[src/rtl/core/rlpc_pkg.sv]
// ----------------------------------------------------------------------------
// rlpc_pkg
// Types, constants and controller/datapath links of the preload cache.
// ----------------------------------------------------------------------------
package rlpc_pkg;

    localparam int ENTRIES = 16;
    localparam int IDX_W   = (ENTRIES > 1) ? $clog2(ENTRIES) : 1;
    localparam int CNT_W   = $clog2(ENTRIES + 1);
    localparam int REF_W   = 16;
    localparam int TOT_W   = 32 + CNT_W + 1;

    localparam logic [1:0] ST_OK      = 2'd0;
    localparam logic [1:0] ST_UNAVAIL = 2'd1;
    localparam logic [1:0] ST_CAP     = 2'd2;
    localparam logic [1:0] ST_PREP    = 2'd3;

    localparam logic [7:0] CFG_CAPACITY = 8'd0;
    localparam logic [7:0] CFG_BUDGET   = 8'd1;

    typedef struct packed {
        logic        kind;
        logic [31:0] clip_id;
        logic        already_held;
        logic        resolve_ok;
        logic [31:0] expected_bytes;
        logic        prepare_ok;
        logic [31:0] prepared_bytes;
    } t_in_item;

    typedef struct packed {
        logic [1:0]  status;
        logic        now_held;
        logic        hit;
        logic [4:0]  evicted_count;
        logic [4:0]  entry_count;
        logic [31:0] failure_count;
    } t_out_item;

    typedef struct packed {
        logic       load_item;
        logic       idx_inc;
        logic       lookup_step;
        logic       rel_dec;
        logic       hit_upd;
        logic       set_held;
        logic       set_code;
        logic [1:0] code;
        logic       phase1;
        logic       phase2;
        logic       pick_clr;
        logic       pick_step;
        logic       evict;
        logic       fail_inc;
        logic       insert;
        logic       load_out;
    } t_cmd;

    typedef struct packed {
        logic kind;
        logic held;
        logic resolve_ok;
        logic prepare_ok;
        logic found;
        logic used_zero;
        logic idx_last;
        logic exp_over;
        logic prep_over;
        logic room_needed;
        logic phase2;
        logic pick_found;
        logic full;
        logic out_free;
    } t_sts;

endpackage

[src/rtl/core/refcounted_lru_preload_cache.sv]
// ----------------------------------------------------------------------------
// refcounted_lru_preload_cache
// Reference-counted LRU cache of clip entries with byte budget and eviction.
//
//   channel  direction  handshake                 payload
//   in       input      i_in_valid / o_in_ready   i_in_data  (t_in_item)
//   out      output     o_out_valid / i_out_ready o_out_data (t_out_item)
//   cfg      input      i_cfg_valid / o_cfg_ready i_cfg_index, i_cfg_data
//
// An item is accepted in idle, then a lookup scan compares the N entries in
// use, one lookup compare per cycle, and a decide step picks the outcome; a
// miss adds check steps and an eviction scan before each eviction. The lookup
// and eviction scans share one scan index.
// Reset is synchronous and active low; no clearing pass is needed.
// A stalled result holds in the output register; the next item may be
// accepted meanwhile and waits at its end until the register frees.
// ----------------------------------------------------------------------------
module refcounted_lru_preload_cache (
    input  logic                i_clk,
    input  logic                i_rst_n,
    input  logic                i_in_valid,
    output logic                o_in_ready,
    input  rlpc_pkg::t_in_item  i_in_data,
    output logic                o_out_valid,
    input  logic                i_out_ready,
    output rlpc_pkg::t_out_item o_out_data,
    input  logic                i_cfg_valid,
    output logic                o_cfg_ready,
    input  logic [7:0]          i_cfg_index,
    input  logic [31:0]         i_cfg_data
);
    import rlpc_pkg::*;

    t_cmd cmd;
    t_sts sts;

    assign o_cfg_ready = 1'b1;

    rlpc_ctrl u_ctrl (
        .i_clk      (i_clk),
        .i_rst_n    (i_rst_n),
        .i_in_valid (i_in_valid),
        .o_in_ready (o_in_ready),
        .i_sts      (sts),
        .o_cmd      (cmd)
    );

    rlpc_dp u_dp (
        .i_clk       (i_clk),
        .i_rst_n     (i_rst_n),
        .i_item      (i_in_data),
        .i_cmd       (cmd),
        .o_sts       (sts),
        .i_cfg_valid (i_cfg_valid),
        .i_cfg_index (i_cfg_index),
        .i_cfg_data  (i_cfg_data),
        .o_out_valid (o_out_valid),
        .i_out_ready (i_out_ready),
        .o_out_data  (o_out_data)
    );

endmodule

[src/rtl/core/rlpc_dp.sv]
// ----------------------------------------------------------------------------
// rlpc_dp
// Slot storage, counters, scan index, budget compare and result register.
// ----------------------------------------------------------------------------
module rlpc_dp (
    input  logic              i_clk,
    input  logic              i_rst_n,
    input  rlpc_pkg::t_in_item i_item,
    input  rlpc_pkg::t_cmd    i_cmd,
    output rlpc_pkg::t_sts    o_sts,
    input  logic              i_cfg_valid,
    input  logic [7:0]        i_cfg_index,
    input  logic [31:0]       i_cfg_data,
    output logic              o_out_valid,
    input  logic              i_out_ready,
    output rlpc_pkg::t_out_item o_out_data
);
    import rlpc_pkg::*;

    logic [31:0]      r_clip  [ENTRIES];
    logic [REF_W-1:0] r_refs  [ENTRIES];
    logic [31:0]      r_bytes [ENTRIES];
    logic [63:0]      r_stamp [ENTRIES];

    t_in_item         r_item;
    logic [IDX_W-1:0] r_idx;
    logic [CNT_W-1:0] r_used;
    logic             r_found;
    logic [IDX_W-1:0] r_at;
    logic [REF_W-1:0] r_at_refs;
    logic             r_pfound;
    logic [IDX_W-1:0] r_pick;
    logic [63:0]      r_pick_stamp;
    logic [31:0]      r_pick_bytes;
    logic             r_phase2;
    logic [1:0]       r_code;
    logic             r_now_held;
    logic             r_hit;
    logic [4:0]       r_evicted;
    logic [TOT_W-1:0] r_total;
    logic [63:0]      r_use_ctr;
    logic [31:0]      r_fails;
    logic [4:0]       r_cap;
    logic [31:0]      r_budget;
    logic             r_out_valid;
    t_out_item        r_out;

    logic [63:0]      n_stamp;
    logic [CNT_W-1:0] cap_eff;
    logic [31:0]      need;
    logic             out_free;

    assign n_stamp  = (r_use_ctr == '1) ? r_use_ctr : r_use_ctr + 64'd1;
    assign cap_eff  = (32'(r_cap) > ENTRIES) ? CNT_W'(ENTRIES) : CNT_W'(r_cap);
    assign need     = r_phase2 ? r_item.prepared_bytes : r_item.expected_bytes;
    assign out_free = !r_out_valid || i_out_ready;

    always_comb begin
        o_sts.kind        = r_item.kind;
        o_sts.held        = r_item.already_held;
        o_sts.resolve_ok  = r_item.resolve_ok;
        o_sts.prepare_ok  = r_item.prepare_ok;
        o_sts.found       = r_found;
        o_sts.used_zero   = (r_used == '0);
        o_sts.idx_last    = ((CNT_W'(r_idx) + CNT_W'(1)) == r_used);
        o_sts.exp_over    = (r_item.expected_bytes > r_budget);
        o_sts.prep_over   = (r_item.prepared_bytes > r_budget);
        o_sts.room_needed = (!r_phase2 && (r_used >= cap_eff)) ||
                            ((r_total + TOT_W'(need)) > TOT_W'(r_budget));
        o_sts.phase2      = r_phase2;
        o_sts.pick_found  = r_pfound;
        o_sts.full        = (r_used == CNT_W'(ENTRIES));
        o_sts.out_free    = out_free;
    end

    always_ff @(posedge i_clk) begin
        if (i_cmd.load_item) begin
            r_item <= i_item;
        end
        if (i_cmd.lookup_step && !r_found && (r_clip[r_idx] == r_item.clip_id)) begin
            r_at      <= r_idx;
            r_at_refs <= r_refs[r_idx];
        end
        if (i_cmd.pick_step && (r_refs[r_idx] == '0) &&
            (!r_pfound || (r_stamp[r_idx] < r_pick_stamp))) begin
            r_pick       <= r_idx;
            r_pick_stamp <= r_stamp[r_idx];
            r_pick_bytes <= r_bytes[r_idx];
        end
        if (i_cmd.rel_dec && r_found && r_item.already_held && (r_at_refs != '0)) begin
            r_refs[r_at] <= r_at_refs - REF_W'(1);
        end
        if (i_cmd.hit_upd) begin
            if (r_at_refs != '1) begin
                r_refs[r_at] <= r_at_refs + REF_W'(1);
            end
            r_stamp[r_at] <= n_stamp;
        end
        if (i_cmd.evict) begin
            for (int i = 0; i < ENTRIES - 1; i++) begin
                if (i >= int'(r_pick)) begin
                    r_clip[i]  <= r_clip[i + 1];
                    r_refs[i]  <= r_refs[i + 1];
                    r_bytes[i] <= r_bytes[i + 1];
                    r_stamp[i] <= r_stamp[i + 1];
                end
            end
        end
        if (i_cmd.insert) begin
            r_clip[r_used[IDX_W-1:0]]  <= r_item.clip_id;
            r_refs[r_used[IDX_W-1:0]]  <= REF_W'(1);
            r_bytes[r_used[IDX_W-1:0]] <= r_item.prepared_bytes;
            r_stamp[r_used[IDX_W-1:0]] <= n_stamp;
        end
        if (i_cmd.load_out) begin
            r_out.status        <= r_code;
            r_out.now_held      <= r_now_held;
            r_out.hit           <= r_hit;
            r_out.evicted_count <= r_evicted;
            r_out.entry_count   <= 5'(r_used);
            r_out.failure_count <= r_fails;
        end
    end

    always_ff @(posedge i_clk) begin
        if (!i_rst_n) begin
            r_idx       <= '0;
            r_used      <= '0;
            r_found     <= 1'b0;
            r_pfound    <= 1'b0;
            r_phase2    <= 1'b0;
            r_code      <= ST_OK;
            r_now_held  <= 1'b0;
            r_hit       <= 1'b0;
            r_evicted   <= '0;
            r_total     <= '0;
            r_use_ctr   <= '0;
            r_fails     <= '0;
            r_cap       <= 5'd16;
            r_budget    <= 32'd16777216;
            r_out_valid <= 1'b0;
        end else begin
            if (i_cfg_valid) begin
                case (i_cfg_index)
                    CFG_CAPACITY: r_cap    <= i_cfg_data[4:0];
                    CFG_BUDGET:   r_budget <= i_cfg_data;
                    default: ;
                endcase
            end
            if (i_cmd.load_item || i_cmd.pick_clr) begin
                r_idx <= '0;
            end else if (i_cmd.idx_inc) begin
                r_idx <= r_idx + IDX_W'(1);
            end
            if (i_cmd.load_item) begin
                r_found    <= 1'b0;
                r_code     <= ST_OK;
                r_now_held <= 1'b0;
                r_hit      <= 1'b0;
                r_evicted  <= '0;
            end
            if (i_cmd.lookup_step && (r_clip[r_idx] == r_item.clip_id)) begin
                r_found <= 1'b1;
            end
            if (i_cmd.pick_clr) begin
                r_pfound <= 1'b0;
            end else if (i_cmd.pick_step && (r_refs[r_idx] == '0)) begin
                r_pfound <= 1'b1;
            end
            if (i_cmd.phase1) begin
                r_phase2 <= 1'b0;
            end else if (i_cmd.phase2) begin
                r_phase2 <= 1'b1;
            end
            if (i_cmd.set_code) begin
                r_code <= i_cmd.code;
            end
            if (i_cmd.set_held || i_cmd.insert) begin
                r_now_held <= 1'b1;
            end
            if (i_cmd.hit_upd) begin
                r_now_held <= 1'b1;
                r_hit      <= 1'b1;
                r_use_ctr  <= n_stamp;
            end
            if (i_cmd.insert) begin
                r_use_ctr <= n_stamp;
                r_used    <= r_used + CNT_W'(1);
                r_total   <= r_total + TOT_W'(r_item.prepared_bytes);
            end
            if (i_cmd.evict) begin
                r_used    <= r_used - CNT_W'(1);
                r_total   <= r_total - TOT_W'(r_pick_bytes);
                r_evicted <= r_evicted + 5'd1;
            end
            if (i_cmd.fail_inc && (r_fails != '1)) begin
                r_fails <= r_fails + 32'd1;
            end
            if (i_cmd.load_out) begin
                r_out_valid <= 1'b1;
            end else if (i_out_ready) begin
                r_out_valid <= 1'b0;
            end
        end
    end

    assign o_out_valid = r_out_valid;
    assign o_out_data  = r_out;

endmodule

[src/rtl/core/rlpc_ctrl.sv]
// ----------------------------------------------------------------------------
// rlpc_ctrl
// Sequencer: lookup scan, hit/release update, eviction loop, insert, result.
// ----------------------------------------------------------------------------
module rlpc_ctrl (
    input  logic           i_clk,
    input  logic           i_rst_n,
    input  logic           i_in_valid,
    output logic           o_in_ready,
    input  rlpc_pkg::t_sts i_sts,
    output rlpc_pkg::t_cmd o_cmd
);
    import rlpc_pkg::*;

    localparam logic [2:0] S_IDLE   = 3'd0;
    localparam logic [2:0] S_LOOKUP = 3'd1;
    localparam logic [2:0] S_DECIDE = 3'd2;
    localparam logic [2:0] S_CHECK  = 3'd3;
    localparam logic [2:0] S_SCAN   = 3'd4;
    localparam logic [2:0] S_EVICT  = 3'd5;
    localparam logic [2:0] S_DONE   = 3'd6;

    logic [2:0] r_state;
    logic [2:0] n_state;

    always_comb begin
        n_state    = r_state;
        o_cmd      = '0;
        o_in_ready = 1'b0;
        case (r_state)
            S_IDLE: begin
                o_in_ready = 1'b1;
                if (i_in_valid) begin
                    o_cmd.load_item = 1'b1;
                    n_state = S_LOOKUP;
                end
            end
            S_LOOKUP: begin
                if (i_sts.used_zero) begin
                    n_state = S_DECIDE;
                end else begin
                    o_cmd.lookup_step = 1'b1;
                    if (i_sts.idx_last) begin
                        n_state = S_DECIDE;
                    end else begin
                        o_cmd.idx_inc = 1'b1;
                    end
                end
            end
            S_DECIDE: begin
                n_state = S_DONE;
                if (i_sts.kind) begin
                    o_cmd.rel_dec = 1'b1;
                end else if (i_sts.held) begin
                    o_cmd.set_held = 1'b1;
                end else if (i_sts.found) begin
                    o_cmd.hit_upd = 1'b1;
                end else if (!i_sts.resolve_ok) begin
                    o_cmd.set_code = 1'b1;
                    o_cmd.code     = ST_UNAVAIL;
                end else if (i_sts.exp_over) begin
                    o_cmd.set_code = 1'b1;
                    o_cmd.code     = ST_CAP;
                end else begin
                    o_cmd.phase1 = 1'b1;
                    n_state = S_CHECK;
                end
            end
            S_CHECK: begin
                if (i_sts.room_needed) begin
                    o_cmd.pick_clr = 1'b1;
                    n_state = S_SCAN;
                end else if (!i_sts.phase2) begin
                    if (!i_sts.prepare_ok) begin
                        o_cmd.fail_inc = 1'b1;
                        o_cmd.set_code = 1'b1;
                        o_cmd.code     = ST_PREP;
                        n_state = S_DONE;
                    end else if (i_sts.prep_over) begin
                        o_cmd.set_code = 1'b1;
                        o_cmd.code     = ST_CAP;
                        n_state = S_DONE;
                    end else begin
                        o_cmd.phase2 = 1'b1;
                    end
                end else begin
                    if (i_sts.full) begin
                        o_cmd.set_code = 1'b1;
                        o_cmd.code     = ST_CAP;
                    end else begin
                        o_cmd.insert = 1'b1;
                    end
                    n_state = S_DONE;
                end
            end
            S_SCAN: begin
                if (i_sts.used_zero) begin
                    n_state = S_EVICT;
                end else begin
                    o_cmd.pick_step = 1'b1;
                    if (i_sts.idx_last) begin
                        n_state = S_EVICT;
                    end else begin
                        o_cmd.idx_inc = 1'b1;
                    end
                end
            end
            S_EVICT: begin
                if (i_sts.pick_found) begin
                    o_cmd.evict = 1'b1;
                    n_state = S_CHECK;
                end else begin
                    o_cmd.set_code = 1'b1;
                    o_cmd.code     = ST_CAP;
                    n_state = S_DONE;
                end
            end
            S_DONE: begin
                if (i_sts.out_free) begin
                    o_cmd.load_out = 1'b1;
                    n_state = S_IDLE;
                end
            end
            default: begin
                n_state = S_IDLE;
            end
        endcase
    end

    always_ff @(posedge i_clk) begin
        if (!i_rst_n) begin
            r_state <= S_IDLE;
        end else begin
            r_state <= n_state;
        end
    end

endmodule

[config.mk]
export PLATFORM = sky130hd
export DESIGN_NAME = refcounted_lru_preload_cache
export DESIGN_NICKNAME = d
export VERILOG_FILES = /design/src/rtl/core/rlpc_pkg.sv /design/src/rtl/core/refcounted_lru_preload_cache.sv /design/src/rtl/core/rlpc_dp.sv /design/src/rtl/core/rlpc_ctrl.sv
export SDC_FILE = /design/constraint.sdc
export NUM_CORES = 2
export LEC_CHECK = 0
export ABC_AREA = 0
export BUFFER_PORTS_ARGS = -buffer_cell sky130_fd_sc_hd__buf_2
export CAP_MARGIN = 20
export CORE_UTILIZATION = 50
export DETAILED_ROUTE_END_ITERATION = 8
export PLACE_DENSITY = 0.66
export SLEW_MARGIN = 20
export SYNTH_ARGS = -nofsm -noshare
export SYNTH_HDL_FRONTEND = slang
export SYNTH_SLANG_ARGS = --single-unit
[constraint.sdc]
create_clock -name i_clk -period 15.4 [get_ports i_clk]
set_clock_uncertainty 0.1 [all_clocks]
set_input_delay 0.77 -clock i_clk [delete_from_list [all_inputs] [get_ports i_clk]]
set_output_delay 0.77 -clock i_clk [all_outputs]
set_load 0.02 [all_outputs]
## Yosys cells after proc, flatten, opt, wreduce, memory -nomap -nowiden

Memories as Yosys holds them, arrays and structs flattened. A register that Yosys moved wholly into a read port is not among the register bits.
Index checks and enable logic that the tools add are counted.

| operators by class | value |
|---|---|
| add/subtract/negate cells | 12 |
| eq/ne operators | 18 |
| multiply operators | 0 |
| bitwise gates (word level) | 2 |
| div/mod/pow operators | 0 |
| order comparisons | 21 |
| shift-type cells | 0 |
| reduce and logical (&&, ||, !) cells | 44 |
| multiplexer cells | 162 |

Operator list:

| operator | count |
|---|---|
| 64-bit 2-to-1 mux | 5 |
| 64-bit OR reduction | 2 |
| 32-bit 2-to-1 mux | 3 |
| 1-bit 2-to-1 mux | 95 |
| 38-bit by 32-bit adder with 38-bit output | 2 |
| 38-bit 2-to-1 mux | 2 |
| 3-bit 2-to-1 mux | 25 |
| 64-bit by 1-bit adder with 64-bit output (second input constant) | 1 |
| 64-bit equality test (second input constant) | 1 |
| 32-bit > comparator | 2 |
| 64-bit < comparator | 1 |
| 32-bit OR reduction | 2 |
| 4-bit 2-to-1 mux | 14 |
| 16-bit 2-to-1 mux | 3 |
| 38-bit by 32-bit > comparator with 1-bit output | 1 |
| 38-bit by 32-bit subtractor with 38-bit output | 1 |
| 32-bit by 1-bit adder with 32-bit output (second input constant) | 1 |
| 32-bit equality test | 1 |
| 32-bit inequality test (second input constant) | 1 |
| 16-bit OR reduction | 2 |
| 4-bit >= comparator (first input constant) | 7 |
| 5-bit 2-to-1 mux | 5 |
| 3-bit case mux with 7 select lines | 1 |
| 16-bit by 1-bit adder with 16-bit output (second input constant) | 1 |
| 40 further kinds | 80 |

| storage, ports and cells | value |
|---|---|
| RAM bits | 2,304 |
| output and inout bits | 49 |
| bits in registers | 430 |
| bits in latches | 0 |
| bits in read-only memories | 0 |
| input port bits | 145 |
| memories | 4 |

Memory list:

| memory | words | width | rd ports | clocked after memory_dff | wr ports | RTL line | source |
|---|---|---|---|---|---|---|---|
| u_dp.r_stamp | 16 | 64 | 16 | 1 | 15 | rlpc_dp.sv:23 | `logic [63:0] r_stamp [ENTRIES];` |
| u_dp.r_bytes | 16 | 32 | 16 | 1 | 15 | rlpc_dp.sv:22 | `logic [31:0] r_bytes [ENTRIES];` |
| u_dp.r_clip | 16 | 32 | 16 | 1 | 15 | rlpc_dp.sv:20 | `logic [31:0] r_clip [ENTRIES];` |
| u_dp.r_refs | 16 | 16 | 16 | 1 | 15 | rlpc_dp.sv:21 | `logic [REF_W-1:0] r_refs [ENTRIES];` |

## Logic depth before layout (Yosys ltp)

| logic depth | value |
|---|---|
| word-level depth | 15 |
| gate-level depth with buffers | 31 |

## Modules after synthesis

From an unflattened synthesis, not the netlist that was laid out.

| unflattened totals | value |
|---|---|
| cells, all modules | 12,083 |
| area total of the unflattened synthesis | 138,063.7 µm² |

Modules (own cells, without submodules):

| module | cells an instance | times used | area each (µm²) | sequential area each (µm²) |
|---|---|---|---|---|
| rlpc_dp | 12,017 | 1 | 137,615.7 | 78,555.3 |
| rlpc_ctrl | 64 | 1 | 436.7 | 60.1 |
| refcounted_lru_preload_cache | 2 | 1 | 11.3 | 0.0 |

## Least setup slack after synthesis

Ideal clock, no wire load.

| timing | value |
|---|---|
| kind | flip-flop to flip-flop |
| from | register u_dp.r_phase2 |
| to | memory u_dp.r_bytes[15][0], enable pin |
| period minus slack after synthesis | 13.236 ns |
| library setup time | 0.644 ns |
| required time | 14.656 ns |
| slack | 2.164 ns |
| data arrival time | 12.492 ns |
| path buffers | 5 |
| stages on the path, launching flop included | 28 |
| cell sequence | dfxtp_1 > clkbuf_1 > clkbuf_1 > mux2_2 > ha_1 > o21a_1 > o2111ai_1 > o21ba_1 > nor2_1 > o21ai_0 > a31o_2 > a31oi_1 > o21ai_0 > a211oi_1 > xnor2_1 > ha_1 > a21oi_1 > o21ai_0 > a221o_1 > a32o_1 > a2111o_1 > nor4_1 > nand4_1 > or4b_1 > clkbuf_1 > clkbuf_1 > clkbuf_1 > nor4_1 |

RTL lines:

| item | RTL line | source |
|---|---|---|
| from (decl) | rlpc_dp.sv:35 | `logic r_phase2;` |
| from (signal assigned) | rlpc_dp.sv:131 | `r_phase2 <= 1'b0;` |
| from (signal assigned) | rlpc_dp.sv:171 | `r_phase2 <= 1'b0;` |
| from (signal assigned) | rlpc_dp.sv:173 | `r_phase2 <= 1'b1;` |
| to (decl) | rlpc_dp.sv:22 |  |

==> metrics.yaml <==
sta:
  setup_viol: 0
  period_minus_slack_ns: 9.87
  relSlewSlack_pct: 21.6
  fin_ws_ns: 5.53
  max_freq_ghz: 0.101
  rsz0062_at_grt: "no"
  finalMaxSlewViolations: 0
  tightest_slew_ns: 1.18
  hold_viol: 0
  setup_tns_ns: 0
  fin_crit_sh_pct: 64.1
min_path:
  holdCritStartpoint: "i_cfg_data[9]"
  hold_path.class: "in -> reg"
pwr:
  vdd_ir_drop_max_v: 0.000167
  p_leak_nw: 51.7
  p_per_area_nw_per_um2: 105
global_routing:
  grt_max_degree: 97
  grt_pass1_wl_mm: 596
  track_usage_pct: 28.3
  grt_overflow: 0
  grt_pass1_vias: 90700
  grt_antenna_before_repair: 10
finish:
  area_growth_pct: 11.3
  fillers: 22000
  utilization_pct: 56.1
  drive_gt1_share_pct: 25.5
  final_net_count: 10700
place:
  port_buffers: 192
  place_congestion: 0.900
  hpwl_mm: 249
  dp_slack_ns: 5.57
floorplanning:
  die_w_um: 530
  initial_core_util_pct: 50.4
  row_count: 193
  die_h_um: 530
  ios: 194
  die-area_sq_um: 281000
  core_sq_um: 277000
detailed_routing:
  drc: 0
  drt_iter0_drc: 9721
  viasPerCell: 6.36
  vias: 90800
  antenna_left: 0
  wire_per_inst_um: 28.0
  drt_pass1_iterations: 8
  finalWirelength_mm: 400
critical_path:
  critPathKind: "reg -> reg"
  critPathMaxFanout: 66
  timing.critical_path.from: "u_dp.r_phase2"
  crit_path_start_kind: "flip-flop"
  r2r-end: "u_dp.r_stamp[7][33]"
  endpoint: "u_dp.r_stamp[7][33]"
  r2r_cells: 23
  arrival_ns: 10.26
  end_kind: "flip-flop"
  cp.required_ns: 15.80
  r2r-start: "u_dp.r_phase2"
  rrSetupSlack_ns: 5.53
synth:
  synth_ff_type: "edfxtp_1"
  syn_inst: 10300
  seq_area_frac_synth_pct: 58.2
  synthArstFlopShare_pct: 0
  synth-seq-cells: 2770
  yosysUniqueCellTypes: 89
  synth_fp_nets: 10700
  avgSynthCellArea_sq_um: 13.5
  yosys_warnings: 0
  synth_edf_count: 2570
  synth_area_sq_um: 140000
cts:
  cts_sinks: 2770
  tritoncts: "done"
  cts.htree.levels: 5
  cts_max_path_buffers: 4
  clock_latency_ns: 0.92
  cts-buffers-inserted: 302
  clkSlewWorstSetupHoldPaths_ns: 0.06
  cts-root-buf: "clkbuf_16"
flow_run:
  maxCapViolations: 0
status:
  outcome: "finished clean"
synthesized netlist by cell type (17+ instances only):
cell type  count  area (sq um)
a21oi_1     1188          5950
nor2_1      1097          4120
buf_2         78           390
o21a_1        21           158
o31ai_1       24           180
mux4_2       720         16200
nor2b_1       20           125
nor4_1        50           313
clkbuf_1     641          2410
xnor2_1      109           955
inv_1        230           863
nand3_1      119           596
nor3_1        77           385
buf_1        101           379
mux2_2       885          9970
o21bai_1      18           135
and3_1        37           231
o211ai_1      38           285
nand2b_1      81           507
a31oi_1       27           169
mux2_4       108          1620
edfxtp_1    2570         77200
a21o_1        58           435
a211oi_1      38           285
and4_1        17           149
o21ai_0      422          2110
and2_1        25           156
mux2i_1       74           741
dfxtp_1      200          4000
ha_1         255          3190
or3_1         26           163
nand2_1      603          2260
or4_1         25           188
nand4_1       75           469
xor2_1        90           788
routing by layer:
metal	share of wire (%)	vias up	GRT usage, %
met4	3.6	4	9.68
met3	8.1	709	4.45
met1	40	46300	38.0
met5	0.0050	-	0
li1	-	39500	-
met2	49	4280	46.9
state kept, by name, summed over array words and instances (netlist names), 38 cells and up, named ones only:
name               flops
u_dp.r_stamp        1024
u_dp.r_bytes         512
u_dp.r_clip          512
u_dp.r_refs          256
u_dp.r_item           96
u_dp.r_pick_stamp     64
u_dp.r_use_ctr        64
u_dp.o_out_data       46
u_dp.r_total          38
kinds of logic (layout without fill, tap and decap cells):
kind of cell | count (synthesis) | in the layout | share of synthesized area, %
compound gates | 1926 | 1926 | 7.54
other cells | 1 | 5 | 0.00269
xor+xnor | 199 | 199 | 1.25
fa+ha+maj | 259 | 259 | 2.34
mux | 1787 | 1787 | 20.4
flops | 2770 | 2770 | 58.2
simple gates | 2298 | 2298 | 7.19
buf+inv | 1075 | 1325 | 3.06
layout by cell type, fill, tap and decap left out, drive strengths merged, types with 77 or more instances in the layout:
cell type	synthesis	layout
dfxtp	200	200
a21oi	1188	1188
mux2	993	993
xnor2	109	109
inv	230	242
nand3	119	119
clkinv	1	120
mux4	720	720
clkbuf	643	380
xor2	90	90
dlygate4sd3	0	121
o21ai	425	425
nor2	1097	1097
nor3	77	77
nand2b	81	81
buf	201	435
nand2	603	603
edfxtp	2570	2570
ha	255	255
repair_timing:
item | 4_1_cts | 5_1_grt
buffers inserted | 0 | 0
resized for setup | 0 | 0
endpoints found under the hold margin | 121 | 0
hold buffers | 121 | 0
per-stage QoR:
| stage | hold slack [ns] | cells | total power [W] | instance area (sq um) |
|---|---|---|---|---|
| final | 0.0602 | 14300 | 0.0164 | 155000 |
| after global routing | 0.0264 | 14300 | 0.0168 | 155000 |
| after CTS | 0.000962 | 14300 | 0.0165 | 155000 |
| after detailed placement | 0.313 | 13600 | 0.00934 | 144000 |
| after global placement | 0.320 | 13600 | 0.00932 | 144000 |
| after floorplan | 0.306 | 10300 | 0.00897 | 140000 |
area by class of cell:
cell class	count	area, sq um	area share, %
Multi-Input combinational cell	6470	54800	35.3
Inverter	231	877	0.565
Timing Repair Buffer	556	4170	2.69
Tap cell	3705	4640	2.98
Antenna cell	4	10.0	0.00644
Clock buffer	380	8050	5.18
Sequential cell	2770	81200	52.3
Clock inverter	158	1540	0.994
power by group:
group	internal (W)	leakage, nW	total (W)	switching (W)
Combinational	0.000280	22.8	0.000849	0.000568
Clock	0.00402	4.64	0.00715	0.00312
Sequential	0.00821	24.3	0.00837	0.000158
Total	0.0125	51.7	0.0164	0.00385
how the worst min path moves through the flow:
stage / to / cells after the start
after floorplan: u_dp.o_out_data[32] / 0
after global placement: u_dp.o_out_data[44] / 0
after detailed placement: u_dp.o_out_data[42] / 0
after CTS: u_dp.r_budget[17] / 3
after global routing: u_dp.r_item[95] / 1
final: u_dp.r_budget[9] / 3
critical path, cell delays in order, from the launching register on:
cell      delay, ns
dfxtp_2        0.52
buf_4          0.46
mux2_2         0.39
ha_1           0.39
a21oi_1        0.27
o21ai_0        0.14
a221o_1        0.34
a21oi_1        0.41
o21bai_1       0.25
a21oi_1        0.30
o21ai_0        0.20
xor2_1         0.18
ha_1           0.33
nand4_1        0.14
nor4_1         0.42
a21oi_1        0.14
a32o_1         0.24
a2111o_1       0.38
nor4_1         0.19
nand4_1        0.46
or3_4          0.86
mux2_2         0.55
o21ai_4        0.80
buf_4          0.84
Power figures use the tool's default switching activity.
